[src/hdl/rdm_pkg.sv]
// rdm_pkg: shared types and constants of the RGB distance matte core.
// Holds the matte mode codes and the register indexes of the CSR port.
// No dependencies.
`timescale 1ns / 1ps
`default_nettype none

package rdm_pkg;

   // Register file of the CSR port
   localparam int CSR_INDEX_BITS = 1;
   localparam logic [CSR_INDEX_BITS-1:0] CSR_TOLERANCE = 1'b0;
   localparam logic [CSR_INDEX_BITS-1:0] CSR_FALLOFF   = 1'b1;

   // How the matte of one pixel is formed once the distance is known
   typedef enum logic [1:0] {
      MODE_ZERO,
      MODE_BAND,
      MODE_PASS
   } mode_type;

endpackage

`default_nettype wire

[src/hdl/rdm_dist.sv]
// rdm_dist: squared RGB distance front end, three register stages.
// Absolute differences, then squares, then their sum. No package use.
`timescale 1ns / 1ps
`default_nettype none

module rdm_dist #(
   parameter int CHANNEL_BITS = 16
) (
   input  wire logic                      clock,
   input  wire logic                      reset,
   input  wire logic                      adv,
   input  wire logic                      in_valid,
   input  wire logic [CHANNEL_BITS-1:0]   in_image_red,
   input  wire logic [CHANNEL_BITS-1:0]   in_image_green,
   input  wire logic [CHANNEL_BITS-1:0]   in_image_blue,
   input  wire logic [CHANNEL_BITS-1:0]   in_image_alpha,
   input  wire logic [CHANNEL_BITS-1:0]   in_key_red,
   input  wire logic [CHANNEL_BITS-1:0]   in_key_green,
   input  wire logic [CHANNEL_BITS-1:0]   in_key_blue,
   output logic                           out_valid,
   output logic [2*CHANNEL_BITS+1:0]      out_sum,
   output logic [CHANNEL_BITS-1:0]        out_alpha
);

   localparam int C  = CHANNEL_BITS;
   localparam int SW = 2 * CHANNEL_BITS + 2;

   logic [C-1:0]   image_chan [3];
   logic [C-1:0]   key_chan   [3];
   logic [C-1:0]   diff_in    [3];
   logic [C-1:0]   diff_ff    [3];
   logic [2*C-1:0] sq_ff      [3];
   logic [SW-1:0]  sum_in;
   logic [SW-1:0]  sum_ff;
   logic [C-1:0]   alpha_ff   [3];
   logic [2:0]     valid_ff;

   assign image_chan[0] = in_image_red;
   assign image_chan[1] = in_image_green;
   assign image_chan[2] = in_image_blue;
   assign key_chan[0]   = in_key_red;
   assign key_chan[1]   = in_key_green;
   assign key_chan[2]   = in_key_blue;

   always_comb begin
      for (int i = 0; i < 3; i++) begin
         if (image_chan[i] > key_chan[i]) begin
            diff_in[i] = image_chan[i] - key_chan[i];
         end else begin
            diff_in[i] = key_chan[i] - image_chan[i];
         end
      end
      sum_in = SW'(sq_ff[0]) + SW'(sq_ff[1]) + SW'(sq_ff[2]);
   end

   always_ff @(posedge clock) begin
      if (reset) begin
         valid_ff <= '0;
      end else if (adv) begin
         valid_ff <= {valid_ff[1:0], in_valid};
      end
   end

   always_ff @(posedge clock) begin
      if (adv) begin
         for (int i = 0; i < 3; i++) begin
            diff_ff[i] <= diff_in[i];
            sq_ff[i]   <= diff_ff[i] * diff_ff[i];
         end
         sum_ff      <= sum_in;
         alpha_ff[0] <= in_image_alpha;
         alpha_ff[1] <= alpha_ff[0];
         alpha_ff[2] <= alpha_ff[1];
      end
   end

   assign out_valid = valid_ff[2];
   assign out_sum   = sum_ff;
   assign out_alpha = alpha_ff[2];

endmodule

`default_nettype wire

[src/hdl/rdm_isqrt.sv]
// rdm_isqrt: pipelined truncating integer square root, one root bit a stage.
// Carries the pixel alpha alongside. No package use.
`timescale 1ns / 1ps
`default_nettype none

module rdm_isqrt #(
   parameter int CHANNEL_BITS = 16
) (
   input  wire logic                      clock,
   input  wire logic                      reset,
   input  wire logic                      adv,
   input  wire logic                      in_valid,
   input  wire logic [2*CHANNEL_BITS+1:0] in_sum,
   input  wire logic [CHANNEL_BITS-1:0]   in_alpha,
   output logic                           out_valid,
   output logic [CHANNEL_BITS:0]          out_root,
   output logic [CHANNEL_BITS-1:0]        out_alpha
);

   localparam int C  = CHANNEL_BITS;
   localparam int RW = CHANNEL_BITS + 1;
   localparam int SW = 2 * CHANNEL_BITS + 2;

   logic [SW-1:0] rem_ff   [RW];
   logic [RW-1:0] root_ff  [RW];
   logic [C-1:0]  alpha_ff [RW];
   logic [RW-1:0] valid_ff;

   genvar k;
   for (k = 0; k < RW; k++) begin : g_stage
      localparam int B = RW - 1 - k;
      logic [SW-1:0] rem_prev;
      logic [SW-1:0] trial;
      logic [SW-1:0] rem_in;
      logic [RW-1:0] root_prev;
      logic [RW-1:0] root_in;
      logic [C-1:0]  alpha_prev;
      logic          valid_prev;

      if (k == 0) begin : g_first
         assign rem_prev   = in_sum;
         assign root_prev  = '0;
         assign alpha_prev = in_alpha;
         assign valid_prev = in_valid;
      end else begin : g_next
         assign rem_prev   = rem_ff[k-1];
         assign root_prev  = root_ff[k-1];
         assign alpha_prev = alpha_ff[k-1];
         assign valid_prev = valid_ff[k-1];
      end

      // (root + 2^B)^2 - root^2, root holding only bits above B
      assign trial = (SW'(root_prev) << (B + 1)) | (SW'(1) << (2 * B));

      always_comb begin
         if (rem_prev >= trial) begin
            rem_in  = rem_prev - trial;
            root_in = root_prev | (RW'(1) << B);
         end else begin
            rem_in  = rem_prev;
            root_in = root_prev;
         end
      end

      always_ff @(posedge clock) begin
         if (reset) begin
            valid_ff[k] <= 1'b0;
         end else if (adv) begin
            valid_ff[k] <= valid_prev;
         end
      end

      always_ff @(posedge clock) begin
         if (adv) begin
            rem_ff[k]   <= rem_in;
            root_ff[k]  <= root_in;
            alpha_ff[k] <= alpha_prev;
         end
      end
   end

   assign out_valid = valid_ff[RW-1];
   assign out_root  = root_ff[RW-1];
   assign out_alpha = alpha_ff[RW-1];

endmodule

`default_nettype wire

[src/hdl/rdm_div.sv]
// rdm_div: pipelined restoring divider for the partial band, one quotient
// bit a stage. Uses mode_type from rdm_pkg to carry the matte mode along.
`timescale 1ns / 1ps
`default_nettype none

module rdm_div
   import rdm_pkg::*;
#(
   parameter int CHANNEL_BITS  = 16,
   parameter int FRACTION_BITS = 12
) (
   input  wire logic                      clock,
   input  wire logic                      reset,
   input  wire logic                      adv,
   input  wire logic [CHANNEL_BITS-1:0]   falloff,
   input  wire logic                      in_valid,
   input  wire mode_type                  in_mode,
   input  wire logic [CHANNEL_BITS-1:0]   in_diff,
   input  wire logic [CHANNEL_BITS-1:0]   in_alpha,
   output logic                           out_valid,
   output mode_type                       out_mode,
   output logic [FRACTION_BITS-1:0]       out_quot,
   output logic [CHANNEL_BITS-1:0]        out_alpha
);

   localparam int C = CHANNEL_BITS;
   localparam int F = FRACTION_BITS;

   logic [C-1:0]  rem_ff   [F];
   logic [F-1:0]  quot_ff  [F];
   logic [C-1:0]  alpha_ff [F];
   mode_type      mode_ff  [F];
   logic [F-1:0]  valid_ff;

   genvar k;
   for (k = 0; k < F; k++) begin : g_stage
      logic [C-1:0] rem_prev;
      logic [F-1:0] quot_prev;
      logic [C-1:0] alpha_prev;
      mode_type     mode_prev;
      logic         valid_prev;
      logic [C:0]   rem_dbl;
      logic [C:0]   rem_sub;
      logic         take;
      logic [C-1:0] rem_in;
      logic [F-1:0] quot_in;

      if (k == 0) begin : g_first
         assign rem_prev   = in_diff;
         assign quot_prev  = '0;
         assign alpha_prev = in_alpha;
         assign mode_prev  = in_mode;
         assign valid_prev = in_valid;
      end else begin : g_next
         assign rem_prev   = rem_ff[k-1];
         assign quot_prev  = quot_ff[k-1];
         assign alpha_prev = alpha_ff[k-1];
         assign mode_prev  = mode_ff[k-1];
         assign valid_prev = valid_ff[k-1];
      end

      // remainder stays below falloff, so it fits the channel width
      always_comb begin
         rem_dbl = {rem_prev, 1'b0};
         rem_sub = rem_dbl - {1'b0, falloff};
         take    = (rem_dbl >= {1'b0, falloff});
         rem_in  = take ? rem_sub[C-1:0] : rem_dbl[C-1:0];
         quot_in = {quot_prev[F-2:0], take};
      end

      always_ff @(posedge clock) begin
         if (reset) begin
            valid_ff[k] <= 1'b0;
         end else if (adv) begin
            valid_ff[k] <= valid_prev;
         end
      end

      always_ff @(posedge clock) begin
         if (adv) begin
            rem_ff[k]   <= rem_in;
            quot_ff[k]  <= quot_in;
            alpha_ff[k] <= alpha_prev;
            mode_ff[k]  <= mode_prev;
         end
      end
   end

   assign out_valid = valid_ff[F-1];
   assign out_mode  = mode_ff[F-1];
   assign out_quot  = quot_ff[F-1];
   assign out_alpha = alpha_ff[F-1];

endmodule

`default_nettype wire

[src/hdl/rgb_distance_matte_core.sv]
// rgb_distance_matte_core: top level of the distance key matte.
// Uses rdm_pkg and instantiates rdm_dist, rdm_isqrt and rdm_div.
//
// Takes one pixel per clock: image RGB plus alpha and a key RGB, all unsigned
// fixed point with FRACTION_BITS fraction bits, and returns one matte alpha per
// pixel, in order. The distance is the truncated square root of the summed
// squared channel differences. Below tolerance the matte is 0, within
// tolerance + falloff it is min((distance - tolerance) / falloff, alpha) with
// a truncating quotient, and beyond that the image alpha passes through.
// Throughput is one item per cycle while the output is not stalled. In order the
// pipeline holds registers for the differences, squares and sum, the square root
// pipeline with a stage per root bit, the classify register, the divider with a
// stage per quotient bit, and the output register. The whole pipeline
// holds while a result waits at the output. Write tolerance and falloff only
// while no item is in flight.
`timescale 1ns / 1ps
`default_nettype none

module rgb_distance_matte_core
   import rdm_pkg::*;
#(
   parameter int CHANNEL_BITS  = 16,
   parameter int FRACTION_BITS = 12
) (
   input  wire logic                      clock,
   input  wire logic                      reset,
   input  wire logic                      req_valid,
   output logic                           req_ready,
   input  wire logic [CHANNEL_BITS-1:0]   req_image_red,
   input  wire logic [CHANNEL_BITS-1:0]   req_image_green,
   input  wire logic [CHANNEL_BITS-1:0]   req_image_blue,
   input  wire logic [CHANNEL_BITS-1:0]   req_image_alpha,
   input  wire logic [CHANNEL_BITS-1:0]   req_key_red,
   input  wire logic [CHANNEL_BITS-1:0]   req_key_green,
   input  wire logic [CHANNEL_BITS-1:0]   req_key_blue,
   output logic                           rsp_valid,
   input  wire logic                      rsp_ready,
   output logic [CHANNEL_BITS-1:0]        rsp_matte_alpha,
   input  wire logic                      csr_write_enable,
   input  wire logic [CSR_INDEX_BITS-1:0] csr_index,
   input  wire logic [CHANNEL_BITS-1:0]   csr_data
);

   localparam int C  = CHANNEL_BITS;
   localparam int F  = FRACTION_BITS;
   localparam int RW = CHANNEL_BITS + 1;
   localparam int SW = 2 * CHANNEL_BITS + 2;
   localparam int MW = (CHANNEL_BITS > FRACTION_BITS) ? CHANNEL_BITS : FRACTION_BITS;

   logic          adv;
   logic [C-1:0]  tol_ff;
   logic [C-1:0]  fall_ff;

   logic          sum_valid;
   logic [SW-1:0] sum_val;
   logic [C-1:0]  sum_alpha;

   logic          root_valid;
   logic [RW-1:0] root_val;
   logic [C-1:0]  root_alpha;

   logic          dec_valid_ff;
   mode_type      dec_mode_ff;
   mode_type      dec_mode_in;
   logic [C-1:0]  dec_diff_ff;
   logic [C-1:0]  dec_diff_in;
   logic [C-1:0]  dec_alpha_ff;
   logic [RW-1:0] tol_ext;
   logic [RW-1:0] limit;
   logic [RW-1:0] diff_full;

   logic          div_valid;
   mode_type      div_mode;
   logic [F-1:0]  div_quot;
   logic [C-1:0]  div_alpha;
   logic [MW-1:0] quot_ext;
   logic [MW-1:0] alpha_ext;

   logic          rsp_valid_ff;
   logic [C-1:0]  rsp_matte_ff;
   logic [C-1:0]  rsp_matte_in;

   // one shared enable: advance the whole pipeline unless the output is stuck
   assign adv       = !rsp_valid_ff || rsp_ready;
   assign req_ready = adv;

   always_ff @(posedge clock) begin
      if (reset) begin
         tol_ff  <= '0;
         fall_ff <= '0;
      end else if (csr_write_enable) begin
         case (csr_index)
            CSR_TOLERANCE: tol_ff  <= csr_data;
            CSR_FALLOFF:   fall_ff <= csr_data;
            default: ;
         endcase
      end
   end

   rdm_dist #(
      .CHANNEL_BITS(C)
   ) u_dist (
      .clock         (clock),
      .reset         (reset),
      .adv           (adv),
      .in_valid      (req_valid),
      .in_image_red  (req_image_red),
      .in_image_green(req_image_green),
      .in_image_blue (req_image_blue),
      .in_image_alpha(req_image_alpha),
      .in_key_red    (req_key_red),
      .in_key_green  (req_key_green),
      .in_key_blue   (req_key_blue),
      .out_valid     (sum_valid),
      .out_sum       (sum_val),
      .out_alpha     (sum_alpha)
   );

   rdm_isqrt #(
      .CHANNEL_BITS(C)
   ) u_isqrt (
      .clock    (clock),
      .reset    (reset),
      .adv      (adv),
      .in_valid (sum_valid),
      .in_sum   (sum_val),
      .in_alpha (sum_alpha),
      .out_valid(root_valid),
      .out_root (root_val),
      .out_alpha(root_alpha)
   );

   // classify the distance against the band
   always_comb begin
      tol_ext   = RW'(tol_ff);
      limit     = tol_ext + RW'(fall_ff);
      diff_full = root_val - tol_ext;
      dec_diff_in = diff_full[C-1:0];
      if (root_val < tol_ext) begin
         dec_mode_in = MODE_ZERO;
      end else if (root_val < limit && fall_ff != '0) begin
         dec_mode_in = MODE_BAND;
      end else begin
         dec_mode_in = MODE_PASS;
      end
   end

   always_ff @(posedge clock) begin
      if (reset) begin
         dec_valid_ff <= 1'b0;
      end else if (adv) begin
         dec_valid_ff <= root_valid;
      end
   end

   always_ff @(posedge clock) begin
      if (adv) begin
         dec_mode_ff  <= dec_mode_in;
         dec_diff_ff  <= dec_diff_in;
         dec_alpha_ff <= root_alpha;
      end
   end

   rdm_div #(
      .CHANNEL_BITS (C),
      .FRACTION_BITS(F)
   ) u_div (
      .clock    (clock),
      .reset    (reset),
      .adv      (adv),
      .falloff  (fall_ff),
      .in_valid (dec_valid_ff),
      .in_mode  (dec_mode_ff),
      .in_diff  (dec_diff_ff),
      .in_alpha (dec_alpha_ff),
      .out_valid(div_valid),
      .out_mode (div_mode),
      .out_quot (div_quot),
      .out_alpha(div_alpha)
   );

   always_comb begin
      quot_ext  = MW'(div_quot);
      alpha_ext = MW'(div_alpha);
      case (div_mode)
         MODE_ZERO: rsp_matte_in = '0;
         MODE_BAND: rsp_matte_in = (quot_ext < alpha_ext) ? quot_ext[C-1:0] : div_alpha;
         default:   rsp_matte_in = div_alpha;
      endcase
   end

   always_ff @(posedge clock) begin
      if (reset) begin
         rsp_valid_ff <= 1'b0;
      end else if (adv) begin
         rsp_valid_ff <= div_valid;
      end
   end

   always_ff @(posedge clock) begin
      if (adv) begin
         rsp_matte_ff <= rsp_matte_in;
      end
   end

   assign rsp_valid       = rsp_valid_ff;
   assign rsp_matte_alpha = rsp_matte_ff;

`ifndef SYNTHESIS
   a_reset_empties_output: assert property (@(posedge clock)
      reset |=> !rsp_valid)
      else $error("result valid right after reset");

   a_ready_follows_output: assert property (@(posedge clock) disable iff (reset)
      req_ready == (!rsp_valid || rsp_ready))
      else $error("input ready does not track the output stall");

   a_band_diff_below_falloff: assert property (@(posedge clock) disable iff (reset)
      dec_valid_ff && dec_mode_ff == MODE_BAND && $past(adv) && !$past(csr_write_enable)
      |-> dec_diff_ff < fall_ff && fall_ff != '0)
      else $error("band item with distance offset not below falloff");
`endif

endmodule

`default_nettype wire

[config.mk]
export PLATFORM = sky130hd
export DESIGN_NAME = rgb_distance_matte_core
export DESIGN_NICKNAME = d
export VERILOG_FILES = /design/src/hdl/rdm_pkg.sv /design/src/hdl/rdm_dist.sv /design/src/hdl/rdm_isqrt.sv /design/src/hdl/rdm_div.sv /design/src/hdl/rgb_distance_matte_core.sv
export SDC_FILE = /design/constraint.sdc
export NUM_CORES = 2
export LEC_CHECK = 0
export BUFFER_PORTS_ARGS = -buffer_cell sky130_fd_sc_hd__buf_2
export CELL_PAD_IN_SITES_DETAIL_PLACEMENT = 1
export CELL_PAD_IN_SITES_GLOBAL_PLACEMENT = 1
export CORE_MARGIN = 10
export CORE_UTILIZATION = 53
export DETAILED_ROUTE_END_ITERATION = 6
export GPL_TIMING_DRIVEN = 0
export HOLD_SLACK_MARGIN = 0.05
export PLACE_DENSITY = 0.89
export SLEW_MARGIN = 20
export SYNTH_ARGS = -nofsm -noshare
export SYNTH_HDL_FRONTEND = slang
export SYNTH_SLANG_ARGS = --single-unit
[constraint.sdc]
create_clock -name clock -period 69.3 [get_ports clock]
set_input_delay 6.93 -clock clock [delete_from_list [all_inputs] [get_ports clock]]
set_output_delay 6.93 -clock clock [all_outputs]
set_load 0.01 [all_outputs]
==> results.md <==
* Status: completed
* Placed insts at 11690
* Post-CTS sizing at 0
* Startpoint types: input pin
* Initial antenna violation count at 8
* Final period util at 26.2%
* Largest net degree at the start of global routing at 64
* Port buffer count at 150
* CTS tree: built
* CP Data Required Time at 62370 ps
* Setup WS post-layout at 51160 ps
* Max Cap Viol at 0
* # DRC at 0
* Routed wire length at ~280000 microns
* Post-DP HPWL at 207000 microns
* Most common cell after layout, fill and taps aside: edfxtp_1
* CP max stage delay at 400 ps
* Layout Cells excl Fill at ~12000
* First-pass GRT wire length at about 450000 microns
* Share of layout cells above drive strength 1 at 6.94%
* Grt total ovfl at 0
* Row count at 163
* Slew margin rel. at 17.8%
* Clk_skew at 53.8 ps
* Clk Latency, worst-skew pair at 860 ps
* Final core utilization at 59.0%
* Final hold slack at 387 ps
* Part of the Yosys area used for sequential elements at 50.0%
* Slowest-stage cell, CP: clkbuf_4
* GRT Overall Usage at 25.8%
* Syn. warnings at 0
* Number of post-CTS setup repair buffers at 0
* Yosys cell types at 94
* First DRT Iteration DRCs at 4754
* Peak Freq at ~0.055 GHz
* CTS Root Cell: clkbuf_16
* Area delta synth->final at 10.6%
* Syn Std Cell Area at roughly 110000 sq um
* Top layer in use: met5
* RD Place Congestion at 0.888
* FF+latch count, synth at 1778
* Final #Nets at 10756
* Post-Place Setup Slack at a little over 50000 ps
* Worst Path Max Fanout at 57
* Largest cells by area after synthesis: edfxtp_1 49%, ha_1 10%, fa_1 9.7%, inv_1 4.5%, xnor2_1 2.5%
* DR vias/cell at a little under 6
* Max-slew violations at 0
* Worst-Margin Slew at between 1000 and 1500 ps
* IO Pins at 152
* Crit-path most repeated cell: buf_16
* Buffers & Inverters on Critical Path at 15
* Post-synth top area cell: edfxtp_1
* Fill count at 20182
* Final Hold Fails at 0
* Synth Flop Type: edfxtp_1
* RSZ-0062 raised after global routing: false
* Via Count at 70567
* Metal3 WL at 11800 microns
* Largest delay share family, worst path: buffers and inverters
* CTS buffer count at 190
* Setup violations, final at 0
* Most frequent cells in the layout: 1712 x edfxtp_1, 1245 x inv_1, 870 x ha_1
* Min-delay worst type: reg -> reg
* Syn avg cell area at 11.9 sq um
* DR pass1 iterations at 5
* Post-synth EDFFs at 1712
* Metal-1 WL at 102000 microns
* Post-synth ARST share at 0%
* Avg WL per Cell at 23.5 microns
* Hold Buf Count CTS at 0
* CP endpoint kind: output pin
* Crit path cell chain: buf_2 -> nor2b_1 -> clkbuf_1 -> clkinv_1 -> clkbuf_4 -> buf_16 -> buf_16 -> buf_16 -> buf_16 -> buf_12 -> buf_16 -> buf_16 -> buf_16 -> buf_16 -> buf_12 -> buf_2
* H-tree depth at 4
* Number of global-route vias before repair at 79791
* Metal2 WL at 151000 microns
* Post-Synthesis Cells at 8867
* Core box area at 198000 sq um
* Crit Path Class: in -> out
* Die Area at 217000 sq um
* Longest Clk Path Bufs at 3
* Chip height at 466 microns
* Crit path time final at 18140 ps
* Initial core utilization at 53.3%
* Final ANT Viol Nets at 0
* Post-synth top area share at 48.8%
* Mapped Nets at 10381
* Die width at 466 microns
* Clk slew on worst S/H paths at 60 ps
* Arrival time at the worst endpoint at 11210 ps
* Clock sink total at about 1800
## cells in the mapped netlist, types with 79 or more instances
library cell  number
nor2b_1          106
fa_1             510
ha_1             870
a21o_1           226
nor4_1            79
clkbuf_1         135
xor2_1           214
xnor2_1          304
inv_1           1250
edfxtp_1        1712
nor3_1           166
nor2_1           396
and2_1           169
o21ai_0          342
o31ai_1           85
a21oi_1          449
nand3_1          104
nand2b_1         136
mux2_2            99
nand2_1          649
## cell type report
cell class	instances	area, sq um	area share, %
buffer	166	677	0.581
tap	2640	3300	2.83
clock inverter	124	1280	1.10
clock buffer	222	4970	4.26
timing repair buffer	183	1610	1.38
antenna	4	10.0	0.00859
inverter	1254	4710	4.04
sequential	1778	52700	45.2
multi-input combinational	5669	47300	40.6
## final timing paths
| kind | startpoint | end | slack [ps] | cells after the start |
|---|---|---|---|---|
| worst max-delay path | rsp_ready | req_ready | 51160 | 16 |
| worst min-delay path | u_div.alpha_ff[2][31]$_DFFE_PP_ | u_div.alpha_ff[2][47]$_DFFE_PP_ | 390 | 0 |
| worst max register to register | u_dist.diff_ff[0][5]$_DFFE_PP_ | u_dist.sq_ff[0][29]$_DFFE_PP_ | 60650 | 23 |
| worst min register to register | u_div.alpha_ff[2][31]$_DFFE_PP_ | u_div.alpha_ff[2][47]$_DFFE_PP_ | 390 | 0 |
## kinds of logic (layout without fill, tap and decap cells)
kind of cell	Yosys count	in the layout	share of synthesized area [%]
compound gates	1568	1568	9.48
xor+xnor	518	518	4.30
fa+ha+maj	1380	1380	20.0
buf+inv	1420	1949	5.10
flops	1778	1778	50.0
mux	134	134	1.39
other cells	0	4	0
simple gates	2069	2069	9.67
## metrics by stage
step	setup TNS (ps)	cell area (sq um)
finish	0	117000
global route	0	117000
CTS	0	117000
detailed placement	0	110000
global placement	-3479730	109000
floorplan	0	105000
## registers in the layout, indices dropped and copies added, names as in the netlist, 2 cells and up
signal,count
u_isqrt.rem_ff,544
u_isqrt.alpha_ff,272
u_div.alpha_ff,192
u_div.rem_ff,176
u_isqrt.root_ff,153
u_dist.sq_ff,93
u_div.quot_ff,78
u_dist.alpha_ff,48
u_dist.diff_ff,48
u_dist.out_sum,34
u_div.mode_ff,24
dec_alpha_ff,16
dec_diff_ff,16
fall_ff,16
rsp_matte_alpha,16
tol_ff,16
u_isqrt.g_stage.valid_prev,16
u_div.g_stage.valid_prev,11
u_dist.valid_ff,3
dec_mode_ff,2
## metal layers
layer  vias to the layer above  GRT usage (%)
met5                         -              0
met4                         8           14.6
met3                       912           3.62
met2                      2103           48.3
met1                     35749           27.6
li1                      31795              -
Power is left out: the tool's default activity adds up to more than one toggle a clock period on the data nets, which glitch-free logic cannot reach.
